File: src/hw/rtl/pn2d_fade.sv
// Four-stage quintic fade pipeline, one multiply per stage.
module pn2d_fade #(
    parameter int FRAC_BITS = 16
) (
    input  logic                 i_clk,
    input  logic [FRAC_BITS-1:0] i_f,
    output logic [FRAC_BITS:0]   o_w
);
    localparam int FW = FRAC_BITS + 5;
    localparam int PW = FRAC_BITS + 1 + FW;
    localparam logic signed [FW-1:0] C15 = FW'(15) <<< FRAC_BITS;
    localparam logic signed [FW-1:0] C10 = FW'(10) <<< FRAC_BITS;
    localparam logic signed [PW-1:0] HALF = PW'(1) <<< (FRAC_BITS - 1);

    logic [FRAC_BITS-1:0]   r_t1, r_t2, r_t3;
    logic signed [FW-1:0]   r_b, r_c, r_d;
    logic signed [FW-1:0]   fe, a, w_full;

    // round to nearest, ties up
    function automatic logic signed [FW-1:0] rnd(input logic signed [PW-1:0] p);
        logic signed [PW-1:0] s;
        s = (p + HALF) >>> FRAC_BITS;
        rnd = s[FW-1:0];
    endfunction

    function automatic logic signed [PW-1:0] mul(input logic [FRAC_BITS-1:0] t,
                                                 input logic signed [FW-1:0] m);
        logic signed [PW-1:0] tp;
        tp = $signed(PW'(t));
        mul = tp * PW'(m);
    endfunction

    always_comb begin
        fe = $signed(FW'(i_f));
        a = (fe <<< 2) + (fe <<< 1) - C15;
        w_full = rnd(mul(r_t3, r_d));
    end

    always_ff @(posedge i_clk) begin
        r_t1 <= i_f;
        r_b  <= rnd(mul(i_f, a)) + C10;
        r_t2 <= r_t1;
        r_c  <= rnd(mul(r_t1, r_b));
        r_t3 <= r_t2;
        r_d  <= rnd(mul(r_t2, r_c));
        o_w  <= w_full[FRAC_BITS:0];
    end

endmodule

File: config.mk
export PLATFORM = sky130hd
export DESIGN_NAME = pn2d_fade
export DESIGN_NICKNAME = d
export VERILOG_FILES = /design/src/hw/rtl/pn2d_fade.sv
export SDC_FILE = /design/constraint.sdc
export NUM_CORES = 2
export LEC_CHECK = 0
export BUFFER_PORTS_ARGS = -buffer_cell sky130_fd_sc_hd__buf_2
export CAP_MARGIN = 10
export CORE_ASPECT_RATIO = 1.25
export CORE_MARGIN = 5
export CORE_UTILIZATION = 35
export CTS_BUF_LIST = sky130_fd_sc_hd__clkbuf_4 sky130_fd_sc_hd__clkbuf_8
export DETAILED_ROUTE_END_ITERATION = 6
export GPL_TIMING_DRIVEN = 0
export PLACE_DENSITY = 0.53
export SYNTH_ARGS = -nofsm -noshare
export SYNTH_HDL_FRONTEND = slang
export SYNTH_SLANG_ARGS = --single-unit
File: constraint.sdc
create_clock -name i_clk -period 15.88 [get_ports i_clk]
set_clock_uncertainty 0.2 [all_clocks]
set_input_delay 4.764 -clock i_clk [delete_from_list [all_inputs] [get_ports i_clk]]
set_output_delay 4.764 -clock i_clk [all_outputs]
set_load 0.02 [all_outputs]
## Word level (Yosys, flattened, before mapping)

Index checks and enable logic that the tools add are counted.

| word-level totals | value |
|---|---|
| logic and storage cells | 18 |
| flip-flop bits (word level) | 128 |
| bits of input ports | 17 |
| output and inout bits | 17 |

| cells by class | value |
|---|---|
| multiply operators | 4 |
| $add $sub $neg | 7 |

Operator list:

| cell | count |
|---|---|
| $add A37 B17 Y37 const B | 3 |
| $mul A17 B21 Y37 | 3 |
| $add A33 B17 Y33 const B | 1 |
| $mul A17 B21 Y33 | 1 |
| $add A21 B21 Y21 const B | 1 |
| $sub A19 B20 Y21 const B | 1 |
| $add A18 B17 Y19 | 1 |

## Depth between registers and ports, before layout

| depth | value |
|---|---|
| depth after elaboration | 5 |
| mapped depth | 39 |
| gate-level depth less buffers | 39 |

## Worst setup path after synthesis

OpenSTA, ideal clock, no wires.

| timing | value |
|---|---|
| kind | input-to-reg |
| start | input i_f[0] |
| end | register r_b[20] |
| cell stages on the path | 36 |
| slack | 2481 ps |
| library setup time | 122 ps |
| buffers on the path | 1 |
| arrival | 13077 ps |
| data required time | 15558 ps |
| path through | ha_1 -> ha_1 -> inv_1 -> fa_1 -> nor2b_1 -> o221a_2 -> o211ai_1 -> a21boi_1 -> o21ai_1 -> a21oi_1 -> o21ai_1 -> a21oi_1 -> nand4b_1 -> o211ai_1 -> clkbuf_1 -> nand2_1 -> fa_1 -> inv_1 -> fa_1 -> fa_1 -> fa_1 -> fa_1 -> inv_1 -> fa_1 -> inv_1 -> ha_1 -> a21oi_1 -> o21ai_1 -> or4_1 -> a211oi_2 -> o31a_2 -> o21ai_2 -> a311o_2 -> a2111oi_4 -> a211oi_2 -> xnor2_1 |

| on the way | value |
|---|---|
| word-level cells in the longest chain between the ends | 5 |

Ends and longest elaborated chain:

| item | RTL line | source |
|---|---|---|
| start, declared | 6 | `input logic [FRAC_BITS-1:0] i_f,` |
| $add A18 B17 Y19 | 35 | `a = (fe <<< 2) + (fe <<< 1) - C15;` |
| $sub A19 B20 Y21 | 35 |  |
| $mul A17 B21 Y37 (*) | 30 | `mul = tp * PW'(m);` |
| $add A37 B17 Y37 (*) | 22 | `s = (p + HALF) >>> FRAC_BITS;` |
| $add A21 B21 Y21 (*) | 41 | `r_b <= rnd(mul(i_f, a)) + C10;` |
| end signal, assigned | 41 |  |
| end, declared | 16 | `logic signed [FW-1:0] r_b, r_c, r_d;` |

Mark *: on every way between the ends. The rest lies on a longest branch, timed or not.

## Worst setup path in the final report

| timing | value |
|---|---|
| start | input i_f[1] |
| end | register r_b[20] |

The elaborated chain is that of the path after synthesis.

==> impl_metrics.tcl <==
set metrics [dict create \
    outcome "finished clean" \
    worst-setup-path-type "in2reg" \
    tightest_slew_ns 1.208 \
    worst_hold_path_type "reg2reg" \
    grt_util_met2 0.3444 \
    postSynth.asyncResetShare 0 \
    floorplan.initialDensity 0.3505 \
    detail_route.vias_per_cell 4.645 \
    number_of_instances_on_the_worst_hold_path 0 \
    num_io_pins 34 \
    r2r.worst_path.cells 25 \
    yosys.area_share.xor_xnor 0.02508 \
    avgSynthCellArea_sq_um 9.437 \
    final.period_utilization 0.9360 \
    floorplan.core_area_sq_um 140500 \
    syn_area_sq_um 49240 \
    detail-route-antenna-nets 0 \
    layout_min_cycle_time_ns 14.86 \
    yosys.cell_types.count 63 \
    floorplan.die.height_um 429.4 \
    die-width_um 345.5 \
    setup_violations_final 0 \
    maxClockFrequency_mhz 67.27 \
    cts_max_path_buffers 2 \
    detailedRoute.firstIterationViolations 1349 \
    cts_tree "built" \
    place_inst 7123 \
    cp_slowest_cell "sky130_fd_sc_hd__fa_1" \
    post_synth_inst_count 5218 \
    synth_compound_gate_area_share 0.02851 \
    post_synth_mux_area_share 0 \
    crit_path_end "r_b[20]$_DFF_P_" \
    drt_pass1_iterations 5 \
    num-nets-final 6993 \
    antenna_violations_before_repair 5 \
    setup.worst_path.start "i_f[1]" \
    die-area_sq_um 148300 \
    synth_top_family_by_area "adder cells" \
    critical_path.most_common_cell "sky130_fd_sc_hd__fa_1" \
    yosys.area_share.adder 0.6241 \
    finalMaxSlewViolations 0 \
    slew_headroom 0.1889 \
    grt_start_max_net_pins 17 \
    reg2reg_to "r_c[19]$_DFF_P_" \
    met3_usage 0.01732 \
    grt_setup_unrepaired "no" \
    post_route_cells_drive_above_1_share 0.01571 \
    ys.warnings.count 0 \
    crit_path_max_fanout 10 \
    vias_in_the_first_global_route 38290 \
    regToRegSetupSlack_ns 8.12 \
    cap_viol_max_count 0 \
    grt_util_met1 0.2041 \
    timing.critical_path.slowest_cell_delay_ns 0.57 \
    required_ns 16.16 \
    wirelength_um 128200 \
    post-route-worst-setup-slack_ns 1.016 \
    cts-buffers-inserted 17 \
    route.detailed.wl_per_inst_um 17.91 \
    clk-insertion-delay-late_ns 0.60 \
    number_of_clock_sinks_seen_by_cts 128 \
    cts_hold_repair.buffers 0 \
    number_of_levels_in_the_clock_h_tree 4 \
    ys_seq_elements 128 \
    place.gp.congestion 0.9151 \
    port-buffer-count 33 \
    synth_nets 6941 \
    rows 154 \
    cts.clk_slew.worst_paths_ns 0.10 \
    synth-simple-area-share 0.1483 \
    route.vias.total 33240 \
    cp.arrival_ns 15.15 \
    seq_area_frac_synth 0.05204 \
    grt.total_usage 0.1799 \
    end_kind "flop" \
    grt_overflow_total 0 \
    final.setup.tns_ns 0 \
    cts_setup_buffers 0 \
    wire_length_of_the_first_global_routing_pass_um 209700 \
    reg2reg_from "r_t1[6]$_DFF_P_" \
    cts_resized 0 \
    postSynth.topFlopCell "sky130_fd_sc_hd__dfxtp_1" \
    dpl.hpwl_um 113400 \
    final-instance-count-excl-fill 7157 \
    area_growth_pct 5.915 \
    clock_tree.root_cell "sky130_fd_sc_hd__clkbuf_8" \
    timing.critical_path.from_type "input port" \
    grt-busiest-layer "met2" \
    report.final.hold_viol_count 0 \
    post-place-ws_ns 0.3281 \
    post-route-drc-count 0 \
    synth_edf_count 0 \
]
sequential cells by signal, indices dropped and copies added (netlist names):
signal,flops
r_t3,16
r_c,21
o_w,17
r_t2,16
r_t1,16
r_d,21
r_b,21
cell type report:
| cell class | instances | area (sq um) |
|---|---|---|
| antenna | 2 | 5.005 |
| buffer | 194 | 728.2 |
| clock buffer | 18 | 241.5 |
| clock inverter | 14 | 158.9 |
| fill | 14400 | 88310 |
| inverter | 1406 | 5278 |
| multi-input combinational | 3490 | 40670 |
| sequential | 128 | 2562 |
| tap | 1872 | 2342 |
| timing repair buffer | 33 | 165.2 |
worst min path at each step:
| stage | start | endpoint | slack (ns) |
|---|---|---|---|
| detailed placement | r_t1[0]$_DFF_P_ | r_t2[0]$_DFF_P_ | 0.19 |
| floorplan | r_t2[1]$_DFF_P_ | r_t3[1]$_DFF_P_ | 0.14 |
| global placement | r_t1[0]$_DFF_P_ | r_t2[0]$_DFF_P_ | 0.20 |
| global route | r_t1[0]$_DFF_P_ | r_t2[0]$_DFF_P_ | 0.21 |
| finish | r_t1[0]$_DFF_P_ | r_t2[0]$_DFF_P_ | 0.20 |
| CTS | r_t1[0]$_DFF_P_ | r_t2[0]$_DFF_P_ | 0.20 |
worst max-delay path, delay by kind of cell:
kind,cells,cell delay [ns]
adder cells (fa/ha/maj),10,4.50
AND/OR/NAND/NOR,4,1.03
buffers and inverters,6,0.95
AO/OA/AOI/OAI,16,3.64
XOR/XNOR,1,0.23
synthesized netlist by cell type, types with 3 or more instances:
master,number,area [sq um]
sky130_fd_sc_hd__a211oi_1,9,67.56
sky130_fd_sc_hd__nand4b_1,4,35.03
sky130_fd_sc_hd__ha_1,456,5705
sky130_fd_sc_hd__nor3_1,24,120.1
sky130_fd_sc_hd__nor2_1,64,240.2
sky130_fd_sc_hd__a21oi_1,69,345.3
sky130_fd_sc_hd__nand4_1,4,25.02
sky130_fd_sc_hd__and2_1,641,4010
sky130_fd_sc_hd__a21o_1,29,217.7
sky130_fd_sc_hd__o21ai_0,21,105.1
sky130_fd_sc_hd__inv_1,1405,5274
sky130_fd_sc_hd__xor2_1,41,359.1
sky130_fd_sc_hd__nand2b_1,18,112.6
sky130_fd_sc_hd__and4_1,6,52.55
sky130_fd_sc_hd__a211oi_2,3,37.54
sky130_fd_sc_hd__o21bai_1,6,45.04
sky130_fd_sc_hd__and3_1,16,100.1
sky130_fd_sc_hd__o221a_2,4,45.04
sky130_fd_sc_hd__nand2_1,599,2248
sky130_fd_sc_hd__nor3b_1,3,22.52
sky130_fd_sc_hd__nand3_1,14,70.07
sky130_fd_sc_hd__o211ai_1,5,37.54
sky130_fd_sc_hd__o21a_1,18,135.1
sky130_fd_sc_hd__fa_1,1250,25020
sky130_fd_sc_hd__dfxtp_1,128,2562
sky130_fd_sc_hd__xnor2_1,100,875.8
sky130_fd_sc_hd__nor2b_1,27,168.9
sky130_fd_sc_hd__clkbuf_1,193,724.4
sky130_fd_sc_hd__o21ai_1,14,70.07
layout by cell type (no fill, tap or decap), drive strengths merged, types with 29 or more instances in the layout:
cell type / instances
a21o: 29
a21oi: 71
and2: 641
buf: 34
clkbuf: 211
dfxtp: 128
fa: 1250
ha: 456
inv: 1409
nand2: 599
nor2: 64
o21ai: 36
xnor2: 100
xor2: 41
logic make-up (layout without fill, tap and decap cells):
kind of cell / Yosys count / in the layout
xor gates and xnor gates: 141 / 141
other: 0 / 2
DFF: 128 / 128
and+or+nand+nor: 1433 / 1433
AOI/OAI and AO/OA: 210 / 210
adders and majority gates: 1706 / 1706
buffers and inverters: 1600 / 1665
stage by stage:
stage,hold WS (ns),util,cell area (sq um)
6_report,0.1993,0.3713,52150
2_1_floorplan,0.1416,-,49240
4_1_cts,0.1968,0.3712,52150
5_1_grt,0.2093,0.3713,52150
3_5_place_dp,0.1949,0.3684,51750
3_3_place_gp,0.1973,0.3684,51750
metal layers:
metal	routed length (um)	share of wire
met5	0	0
met4	5968	0.047
met3	3623	0.028
met2	69110	0.54
met1	49510	0.39
Power is not shown: default switching activity piles up to over one toggle a cycle in this logic, so the estimate is an artifact.
