[src/hw/rtl/pn2d_pkg.sv]
// Package for the 2D gradient noise block: permutation table and output constants.
package pn2d_pkg;

    localparam int OUT_W = 18;
    localparam int OUT_FRAC = 16;
    localparam int OUT_LIMIT = 98304;
    localparam int IN_W = 24;

    typedef logic [7:0] t_hash;

    localparam t_hash PERM [256] = '{
        8'd151,8'd160,8'd137,8'd91,8'd90,8'd15,8'd131,8'd13,8'd201,8'd95,8'd96,8'd53,
        8'd194,8'd233,8'd7,8'd225,8'd140,8'd36,8'd103,8'd30,8'd69,8'd142,
        8'd8,8'd99,8'd37,8'd240,8'd21,8'd10,8'd23,8'd190,8'd6,8'd148,8'd247,8'd120,
        8'd234,8'd75,8'd0,8'd26,8'd197,8'd62,8'd94,8'd252,8'd219,8'd203,8'd117,
        8'd35,8'd11,8'd32,8'd57,8'd177,8'd33,8'd88,8'd237,8'd149,8'd56,8'd87,8'd174,
        8'd20,8'd125,8'd136,8'd171,8'd168,8'd68,8'd175,8'd74,8'd165,8'd71,
        8'd134,8'd139,8'd48,8'd27,8'd166,8'd77,8'd146,8'd158,8'd231,8'd83,8'd111,
        8'd229,8'd122,8'd60,8'd211,8'd133,8'd230,8'd220,8'd105,8'd92,8'd41,
        8'd55,8'd46,8'd245,8'd40,8'd244,8'd102,8'd143,8'd54,8'd65,8'd25,8'd63,
        8'd161,8'd1,8'd216,8'd80,8'd73,8'd209,8'd76,8'd132,8'd187,8'd208,8'd89,
        8'd18,8'd169,8'd200,8'd196,8'd135,8'd130,8'd116,8'd188,8'd159,8'd86,8'd164,
        8'd100,8'd109,8'd198,8'd173,8'd186,8'd3,8'd64,8'd52,8'd217,8'd226,
        8'd250,8'd124,8'd123,8'd5,8'd202,8'd38,8'd147,8'd118,8'd126,8'd255,8'd82,
        8'd85,8'd212,8'd207,8'd206,8'd59,8'd227,8'd47,8'd16,8'd58,8'd17,8'd182,
        8'd189,8'd28,8'd42,8'd223,8'd183,8'd170,8'd213,8'd119,8'd248,8'd152,8'd2,
        8'd44,8'd154,8'd163,8'd70,8'd221,8'd153,8'd101,8'd155,8'd167,8'd43,
        8'd172,8'd9,8'd129,8'd22,8'd39,8'd253,8'd19,8'd98,8'd108,8'd110,8'd79,
        8'd113,8'd224,8'd232,8'd178,8'd185,8'd112,8'd104,8'd218,8'd246,8'd97,
        8'd228,8'd251,8'd34,8'd242,8'd193,8'd238,8'd210,8'd144,8'd12,8'd191,8'd179,
        8'd162,8'd241,8'd81,8'd51,8'd145,8'd235,8'd249,8'd14,8'd239,
        8'd107,8'd49,8'd192,8'd214,8'd31,8'd181,8'd199,8'd106,8'd157,8'd184,8'd84,
        8'd204,8'd176,8'd115,8'd121,8'd50,8'd45,8'd127,8'd4,8'd150,8'd254,
        8'd138,8'd236,8'd205,8'd93,8'd222,8'd114,8'd67,8'd29,8'd24,8'd72,8'd243,
        8'd141,8'd128,8'd195,8'd78,8'd66,8'd215,8'd61,8'd156,8'd180
    };

endpackage

[src/hw/rtl/pn2d_hash.sv]
// Lattice hashing through the permutation table and corner gradients, four stages.
module pn2d_hash #(
    parameter int FRAC_BITS = 16
) (
    input  logic                        i_clk,
    input  logic [7:0]                  i_xi,
    input  logic [7:0]                  i_yi,
    input  logic [FRAC_BITS-1:0]        i_xf,
    input  logic [FRAC_BITS-1:0]        i_yf,
    output logic signed [FRAC_BITS+5:0] o_p0,
    output logic signed [FRAC_BITS+5:0] o_dq0,
    output logic signed [FRAC_BITS+5:0] o_p1,
    output logic signed [FRAC_BITS+5:0] o_dq1
);
    localparam int GW = FRAC_BITS + 4;
    localparam int DW = FRAC_BITS + 6;
    localparam logic signed [GW-1:0] ONE = GW'(1) <<< FRAC_BITS;

    pn2d_pkg::t_hash        r_px0, r_px1, r_yi1;
    pn2d_pkg::t_hash        r_haa, r_hab, r_hba, r_hbb;
    logic [FRAC_BITS-1:0]   r_xf1, r_yf1, r_xf2, r_yf2;
    logic signed [GW-1:0]   r_gaa, r_gba, r_gab, r_gbb;
    logic signed [GW-1:0]   x0, y0, x1, y1;

    function automatic logic signed [GW-1:0] grad(input pn2d_pkg::t_hash h,
                                                  input logic signed [GW-1:0] dx,
                                                  input logic signed [GW-1:0] dy);
        logic signed [GW-1:0] u, v;
        u = h[2] ? dy : dx;
        v = h[2] ? dx : dy;
        if (h[0]) begin
            u = -u;
        end
        v = v <<< 1;
        if (h[1]) begin
            v = -v;
        end
        grad = u + v;
    endfunction

    always_comb begin
        x0 = $signed(GW'(r_xf2));
        y0 = $signed(GW'(r_yf2));
        x1 = x0 - ONE;
        y1 = y0 - ONE;
    end

    always_ff @(posedge i_clk) begin
        // stage 1: row permutation
        r_px0 <= pn2d_pkg::PERM[i_xi];
        r_px1 <= pn2d_pkg::PERM[i_xi + 8'd1];
        r_yi1 <= i_yi;
        r_xf1 <= i_xf;
        r_yf1 <= i_yf;
        // stage 2: corner hashes
        r_haa <= pn2d_pkg::PERM[r_px0 + r_yi1];
        r_hab <= pn2d_pkg::PERM[r_px0 + r_yi1 + 8'd1];
        r_hba <= pn2d_pkg::PERM[r_px1 + r_yi1];
        r_hbb <= pn2d_pkg::PERM[r_px1 + r_yi1 + 8'd1];
        r_xf2 <= r_xf1;
        r_yf2 <= r_yf1;
        // stage 3: gradients
        r_gaa <= grad(r_haa, x0, y0);
        r_gba <= grad(r_hba, x1, y0);
        r_gab <= grad(r_hab, x0, y1);
        r_gbb <= grad(r_hbb, x1, y1);
        // stage 4: blend operands
        o_p0  <= DW'(r_gaa);
        o_dq0 <= DW'(r_gba) - DW'(r_gaa);
        o_p1  <= DW'(r_gab);
        o_dq1 <= DW'(r_gbb) - DW'(r_gab);
    end

endmodule

[config.mk]
export PLATFORM = sky130hd
export DESIGN_NAME = pn2d_hash
export DESIGN_NICKNAME = d
export VERILOG_FILES = /design/src/hw/rtl/pn2d_pkg.sv /design/src/hw/rtl/pn2d_hash.sv
export SDC_FILE = /design/constraint.sdc
export NUM_CORES = 1
export LEC_CHECK = 0
export BUFFER_PORTS_ARGS = -buffer_cell sky130_fd_sc_hd__buf_2
export CORE_MARGIN = 2
export CORE_UTILIZATION = 46
export DETAILED_ROUTE_END_ITERATION = 12
export SYNTH_ARGS = -nofsm -noshare
export SYNTH_HDL_FRONTEND = slang
export SYNTH_SLANG_ARGS = --single-unit
export TNS_END_PERCENT = 5
[constraint.sdc]
create_clock -name i_clk -period 17.1 [get_ports i_clk]
set_input_delay 3.42 -clock i_clk [delete_from_list [all_inputs] [get_ports i_clk]]
set_output_delay 3.42 -clock i_clk [all_outputs]
set_load 0.02 [all_outputs]
; ---- After elaboration in Yosys (flattened, before gate mapping)
; Memories as Yosys holds them, arrays and structs flattened. A register that Yosys moved wholly into a read port is not among the register bits.
; Index checks and enable logic that the tools add are counted.
[classes]
n_addsub = 21
muxes = 16
bitwise_logic = 6
[op_table]
columns = operator, n
row1 = $mux 20, 11
row2 = $neg 20->20, 6
row3 = $add 20x20->20, 4
row4 = $mux 19, 3
row5 = $not 8->9, 6
row6 = $sub 20x20->21, 2
row7 = $sub 16x17->18 const B, 2
row8 = $mux 16, 2
row9 = $add 8x1->8 const B, 3
row10 = $neg 16->20, 1
row11 = $neg 17->20, 1
row12 = $add 8x8->8, 2
[word_totals]
reg_bits = 234
rom_bits = 12288
output_inout_bits = 88
elab_cells = 62
n_memories = 6
[memory_table]
columns = name, words, width, rd, rd_ports_with_merged_regs, write_ports, line_no
row1 = (name not given), 256, 8, 1, 1, 0, pn2d_hash.sv:59  ; r_hbb <= pn2d_pkg::PERM[r_px1 + r_yi1 + 8'd1];
row2 = (name not given), 256, 8, 1, 1, 0, pn2d_hash.sv:58  ; r_hba <= pn2d_pkg::PERM[r_px1 + r_yi1];
row3 = (name not given), 256, 8, 1, 1, 0, pn2d_hash.sv:57  ; r_hab <= pn2d_pkg::PERM[r_px0 + r_yi1 + 8'd1];
row4 = (name not given), 256, 8, 1, 1, 0, pn2d_hash.sv:56  ; r_haa <= pn2d_pkg::PERM[r_px0 + r_yi1];
row5 = (name not given), 256, 8, 1, 1, 0, pn2d_hash.sv:51  ; r_px1 <= pn2d_pkg::PERM[i_xi + 8'd1];
row6 = (name not given), 256, 8, 1, 1, 0, pn2d_hash.sv:50  ; r_px0 <= pn2d_pkg::PERM[i_xi];

; ---- Longest topological paths before layout
; Gate-level depths: netlist of run 1.
[depth]
depth_word = 5
mapped_depth = 23
depth_no_buf = 17

; ---- Worst setup path after synthesis of run 1
; Ideal clock, no wire load.
[synth_timing]
kind = input to register
start = in i_xi[2]
end = reg r_px1[7]
setup_time_ps = 134
arrival_time_ps = 6593
required_ps = 16966
slack_ps = 10373
cell_stages = 12
path_buffers = 4
cell_sequence = clkinv_1 > clkbuf_1 > clkbuf_1 > ha_1 > inv_1 > clkbuf_1 > clkbuf_1 > ha_1 > o21ai_0 > o31ai_1 > mux4_2 > mux4_2
[synth_via]
elab_chain_len = 2
[synth_rtl]
columns = element, line_no
row1 = "start, declared", pn2d_hash.sv:6  ; input logic [7:0] i_xi,
row2 = $add 8x1->8, pn2d_hash.sv:51
row3 = $not 8->9 (implied by the code), pn2d_hash.sv:51
row4 = "end, declared", pn2d_hash.sv:19  ; pn2d_pkg::t_hash r_px0, r_px1, r_yi1;
; Every way passes these cells.

; ---- Final worst setup path of run 1
[layout_timing]
start = in i_xi[1]
end = reg r_px1[6]
; The elaborated chain is that of the path after synthesis.

==> flow_metrics.env, run 1 <==
export IMPL_final_setup_skew_ps=14.77
export IMPL_initial_core_util_pct=46.39
export IMPL_reg2reg_from="r_yi1[0]"
export IMPL_final_core_util_pct=49.91
export IMPL_min_from="r_yf1[6]"
export IMPL_cap_violations=0
export IMPL_synth_edff_count=0
export IMPL_final_hold_viol_count=0
export IMPL_crit_required_ps=17600
export IMPL_detail_route_antenna_nets=0
export IMPL_ff2ff_path_depth=14
export IMPL_layout_drive_gt1_share_pct=9.555
export IMPL_syn_inst=3891
export IMPL_avgViaCountPerCell=6.467
export IMPL_drc=0
export IMPL_syn_nets=4148
export IMPL_final_cell_mix="409 x nand2_1, 362 x nor2_1, 348 x a21oi_1"
export IMPL_hold_depth=0
export IMPL_synth_top_area_share_pct=18.77
export IMPL_hpwl_mm=70.17
export IMPL_antenna_found_initial=2
export IMPL_grt_pass1_wl_mm=154.7
export IMPL_status="complete, no violations"
export IMPL_htreeDepth=1
export IMPL_core_um2=60250
export IMPL_worst_pin_slew_ps=1155
export IMPL_wl_per_cell_um=21.70
export IMPL_io_pin_count=137
export IMPL_die_w_um=250.5
export IMPL_worstSetupStartpointType="input pin"
export IMPL_num_vias=29770
export IMPL_r2r_end="r_hbb[0]"
export IMPL_nets=4053
export IMPL_synth_flop_cell="dfxtp_1"
export IMPL_clk_pin_slew_ps=60
export IMPL_setup_violations=0
export IMPL_post_route_min_period_ps=7195
export IMPL_cts_buffers=31
export IMPL_clk_latency_ps=600
export IMPL_dr_pass1_iters=7
export IMPL_cts_resized=0
export IMPL_yosysSeqAreaShare_pct=18.77
export IMPL_port_buffers=136
export IMPL_grt_pass1_vias=26860
export IMPL_p_leak_nw=12.38
export IMPL_root_buffer="clkbuf_16"
export IMPL_peakVddDrop_uv=101.3
export IMPL_synth_seq_cells=262
export IMPL_die_y_um=250.5
export IMPL_async_flop_share_pct=0
export IMPL_drt_total_wl_mm=99.87
export IMPL_cts_tree="done"
export IMPL_cp_arrival_ps=7690
export IMPL_post_cts_buffers=0
export IMPL_rsz0062_at_grt="no"
export IMPL_place_ws_ps=9484
export IMPL_gp_congestion=1.019
export IMPL_synth_area_leaders="dfxtp_1 19%, ha_1 8.8%, a21oi_1 6.2%, o21ai_0 6.0%, nand2_1 5.5%"
export IMPL_syn_area_um2=27950
export IMPL_hp_class="reg2reg"
export IMPL_period_share_pct=42.07
export IMPL_min_to="r_yf2[6]"
export IMPL_cts_sinks=262
export IMPL_clk_path_buf_depth=3
export IMPL_fin_ws_ps=9905
export IMPL_yosysTopAreaCell="dfxtp_1"
export IMPL_critPathMaxFanout=69
export IMPL_drv_slew=0
export IMPL_fmax_ghz=0.1390
export IMPL_yosysUniqueCellTypes=86
export IMPL_drt_initial_drc_count=4074
export IMPL_dieArea_um2=62740
export IMPL_maxSlewHeadroom_pct=22.16
export IMPL_end_kind="flip-flop"
export IMPL_rows=90
export IMPL_p_per_area_nw_per_um2=235.7
export IMPL_synth_warnings=0
export IMPL_r2r_slack_ps=11690
export IMPL_grt_max_degree=83
export IMPL_syn_avg_cell_area_um2=7.182
export IMPL_setup_tns_ps=0
export IMPL_hold_buffers=0
export IMPL_grt_overflow=0
export IMPL_fillers=6084
export IMPL_grtUsageTotal_pct=30.45
export IMPL_final_common_cell="nand2_1"
export IMPL_areaGrowthSynthToFinish_pct=7.602
export IMPL_crit_type="in2reg"
[cells by family after synthesis]
logic type / Yosys count / share of synthesized area (%)
AOI/OAI and AO/OA: 1318 / 30.29
and+or+nand+nor: 1199 / 19.27
buffers and inverters: 482 / 6.639
DFF: 262 / 18.77
xor gates and xnor gates: 231 / 7.289
adders and majority gates: 208 / 9.608
muxes: 191 / 8.130
[cells in the mapped netlist (19+ instances only)]
master,instances
a211oi_1,75
a21boi_0,21
a21o_1,42
a21oi_1,348
a221oi_1,27
a311oi_1,46
a31oi_1,61
and3_1,19
buf_1,48
clkbuf_1,272
dfxtp_1,262
ha_1,197
inv_1,135
mux2i_1,146
mux4_2,27
nand2_1,409
nand2b_1,35
nand3_1,101
nor2_1,364
nor2b_1,29
nor3_1,122
o211ai_1,78
o21a_1,20
o21ai_0,337
o221ai_1,26
o22ai_1,24
o311ai_0,27
o31ai_1,28
or3_1,22
xnor2_1,129
xor2_1,101
[layout make-up]
| type | instances | area [um^2] | area share (%) |
|---|---|---|---|
| clock buffer | 43 | 880.8 | 2.929 |
| multi-input combinational | 3147 | 20950 | 69.66 |
| tap | 782 | 978.4 | 3.254 |
| timing repair buffer | 207 | 1219 | 4.053 |
| clock inverter | 14 | 237.7 | 0.7905 |
| sequential | 262 | 5253 | 17.47 |
| antenna | 1 | 2.502 | 0.008322 |
| inverter | 147 | 551.8 | 1.835 |
[sequential cells by signal, summed over array words and instances, names as in the netlist, 16 cells and up]
signal  cells
o_dq1      21
r_xf1      16
r_xf2      16
o_p0       20
r_gab      20
r_gba      20
r_yf2      16
r_yf1      16
o_dq0      21
r_gbb      20
o_p1       20
r_gaa      20
[where the power goes]
| group | internal, mW | switching (mW) | total, mW |
|---|---|---|---|
| clock | 0.439 | 0.277 | 0.715 |
| sequential | 0.919 | 0.144 | 1.06 |
| combinational | 2.12 | 3.19 | 5.31 |
| total | 3.48 | 3.61 | 7.09 |
[critical path, stage by stage]
cell and delay (ps):
buf_2 70, buf_4 420, ha_1 270, clkinv_1 440, ha_4 790, buf_4 630
nand2_1 260, nor3b_1 220, a311oi_1 340, a311oi_1 100, a21oi_1 320, mux4_2 290
inv_1 30
[how the worst max path moves through the flow]
stage            start       end
2_1_floorplan  i_xi[2]  r_px1[7]
6_report       i_xi[1]  r_px1[6]
5_1_grt        i_xi[1]  r_px1[6]
4_1_cts        i_xi[1]  r_px1[6]
3_3_place_gp   i_xi[1]  r_px1[6]
3_5_place_dp   i_xi[1]  r_px1[5]
[stage by stage]
| stage | hold WS [ps] | total power [mW] | cell area, um^2 | std cells |
|---|---|---|---|---|
| finish | 324.8 | 7.088 | 30070 | 4603 |
| detailed placement | 312.1 | 6.308 | 28950 | 4545 |
| global placement | 310.3 | 6.305 | 28950 | 4545 |
| global route | 328.7 | 7.705 | 30070 | 4602 |
| floorplan | 309.6 | 5.095 | 27950 | 3891 |
| CTS | 325.0 | 7.056 | 30070 | 4602 |
[metal layers]
metal  part of all wire (%)  wire length, um  up-vias  GRT usage [%]
li1                       -                -    14020              -
met4                    5.5             5465        0          15.07
met1                     41            41440    13730          40.84
met5                      0                0        -              0
met3                    9.5             9498      327          5.102
met2                     44            43470     1690          47.24
No activity file was read; power rests on OpenSTA's default activity.
==> inputs of run 2 (changes only) <==
==> constraint.sdc (replaced) <==
create_clock -name i_clk -period 6.7 [get_ports i_clk]
set_input_delay 1.34 -clock i_clk [delete_from_list [all_inputs] [get_ports i_clk]]
set_output_delay 1.34 -clock i_clk [all_outputs]
set_load 0.02 [all_outputs]
==> flow_metrics.env, run 2 (same netlist as run 1, synthesis figures left out) <==
export IMPL_status="complete, no violations"
export IMPL_timing_hold_ws_ps=324.6
export IMPL_drc=0
export IMPL_final_hold_viol_count=0
export IMPL_r2r_end="r_gbb[18]"
export IMPL_p_sw_share_pct=51.31
export IMPL_worstSetupStartpointType="flip-flop"
export IMPL_clk_latency_ps=600
export IMPL_drv_slew=0
export IMPL_post_cts_buffers=0
export IMPL_wl_per_cell_um=22.12
export IMPL_nets=4067
export IMPL_hold_buffers=0
export IMPL_ff2ff_path_depth=14
export IMPL_maxSlewHeadroom_pct=9.927
export IMPL_min_from="r_yf1[9]"
export IMPL_hp_class="reg2reg"
export IMPL_dieArea_um2=62740
export IMPL_cts_sinks=262
export IMPL_multi_input_area_um2=20950
export IMPL_reg_top3="o_dq0: 21 flops, o_dq1: 21 flops"
export IMPL_initial_core_util_pct=46.39
export IMPL_cp_arrival_ps=5280
export IMPL_p_leak_nw=12.45
export IMPL_dp_cells=4559
export IMPL_avgViaCountPerCell=6.437
export IMPL_htreeDepth=1
export IMPL_critPathMaxFanout=59
export IMPL_stdcell_area_um2=30170
export IMPL_antenna_found_initial=4
export IMPL_hpwl_mm=73.03
export IMPL_min_to="r_yf2[9]"
export IMPL_rsz0062_at_grt="no"
export IMPL_rows=90
export IMPL_intPower_mw=8.796
export IMPL_drt_initial_drc_count=3620
export IMPL_seqCellArea_um2=5253
export IMPL_grt_max_degree=81
export IMPL_areaGrowthSynthToFinish_pct=7.969
export IMPL_power_frac_comb_pct=74.7
export IMPL_period_share_pct=71.64
export IMPL_crit_type="reg2reg"
export IMPL_grtUsageTotal_pct=31.09
export IMPL_peakVddDrop_uv=232.9
export IMPL_reg2reg_from="r_hbb[2]"
export IMPL_die_y_um=250.5
export IMPL_fmax_ghz=0.2083
export IMPL_io_pin_count=137
export IMPL_hold_depth=0
export IMPL_final_setup_skew_ps=20.81
export IMPL_root_buffer="clkbuf_16"
export IMPL_port_buffers=136
export IMPL_post_route_min_period_ps=4800
export IMPL_clk_pin_slew_ps=60
export IMPL_pwr_share_clk_pct=9.5
export IMPL_die_w_um=250.5
export IMPL_placed_cell_area_um2=29110
export IMPL_end_kind="flip-flop"
export IMPL_detail_route_antenna_nets=0
export IMPL_worst_pin_slew_ps=1351
export IMPL_layout_cells_non_filler=4616
export IMPL_cts_resized=0
export IMPL_gp_congestion=1.017
export IMPL_setup_violations=0
export IMPL_crit_required_ps=7180
export IMPL_cap_violations=0
export IMPL_switching_power_mw=9.270
export IMPL_fillers=6117
export IMPL_layout_drive_gt1_share_pct=9.914
export IMPL_setup_tns_ps=0
export IMPL_grt_pass1_vias=26900
export IMPL_drt_total_wl_mm=102.1
export IMPL_clk_path_buf_depth=3
export IMPL_cts_tree="done"
export IMPL_grt_overflow=0
export IMPL_final_cell_mix="409 x nand2_1, 362 x nor2_1, 348 x a21oi_1"
export IMPL_core_um2=60250
export IMPL_num_vias=29720
export IMPL_dr_pass1_iters=8
export IMPL_p_per_area_nw_per_um2=598.7
export IMPL_power_sequential_fraction_pct=15.9
export IMPL_r2r_slack_ps=1900
export IMPL_cts_buffers=31
export IMPL_final_common_cell="nand2_1"
export IMPL_grt_pass1_wl_mm=157.3
[run 2: changes by cell type in the layout (fill, tap and decap cells not counted), moves of 2 or more]
cell / previous run / this run
bufinv_16: 5 / 1
buf_12: 0 / 4
clkinv_2: 0 / 2
clkbuf_1: 6 / 4
clkbuf_8: 6 / 8
buf_4: 73 / 83
clkinvlp_4: 2 / 0
[run 2: power groups by stage]
stage / sequential (mW) / combinational [mW] / clock, mW
floorplan: 2.87 / 10.1 / 0
global placement: 2.89 / 13.3 / 0
detailed placement: 2.90 / 13.3 / 0
CTS: 2.87 / 13.3 / 1.76
global route: 2.94 / 14.9 / 1.82
finish: 2.86 / 13.5 / 1.71
[run 2: worst max path at each step]
stage | startpoint | to | slack, ps | depth (start not counted)
final | r_hbb[2] | r_gbb[18] | 1900 | 14
after global routing | r_hbb[2] | r_gbb[18] | 1550 | 14
after CTS | r_yi1[0] | r_hab[0] | 2010 | 14
after detailed placement | i_xi[1] | r_px1[7] | 1730 | 10
after global placement | i_xi[1] | r_px1[7] | 1800 | 10
after floorplan | r_hba[2] | r_gba[19] | 1260 | 19
[run 2: per-layer routing]
| layer | track usage (%) | vias to the layer above | wire [um] |
|---|---|---|---|
| met1 | 42.11 | 13710 | 42730 |
| met4 | 11.99 | 2 | 4517 |
| met3 | 5.456 | 316 | 10050 |
| met2 | 49.08 | 1636 | 44810 |
| met5 | 0 | - | 8 |
| li1 | - | 14050 | - |
[run 2: area by class of cell]
| class | instances | area share, % |
|---|---|---|
| Tap cell | 782 | 3.243 |
| Antenna cell | 1 | 0.008293 |
| Inverter | 147 | 1.829 |
| Sequential cell | 262 | 17.41 |
| Multi-Input combinational cell | 3147 | 69.43 |
| Clock inverter | 12 | 0.4644 |
| Clock buffer | 44 | 3.069 |
| Timing Repair Buffer | 221 | 4.553 |
[run 2: worst max-delay path, stage by stage (launching register included)]
cell	delay [ps]
dfxtp_2	510
buf_4	630
nor3b_1	250
o21ai_0	160
or2_2	320
nand2b_1	230
o31ai_1	310
xor2_1	180
ha_1	310
a21o_1	180
a21oi_1	230
nor2_1	80
a2111oi_0	720
a21oi_1	190
xor2_1	340
[run 2: metrics by stage]
stage	worst slack, ps	power (mW)	utilization [%]
floorplan	1258	13.00	-
global placement	1797	16.18	48.31
detailed placement	1735	16.17	48.31
CTS	2012	17.97	50.08
global route	1549	19.64	50.08
finish	1900	18.07	50.09
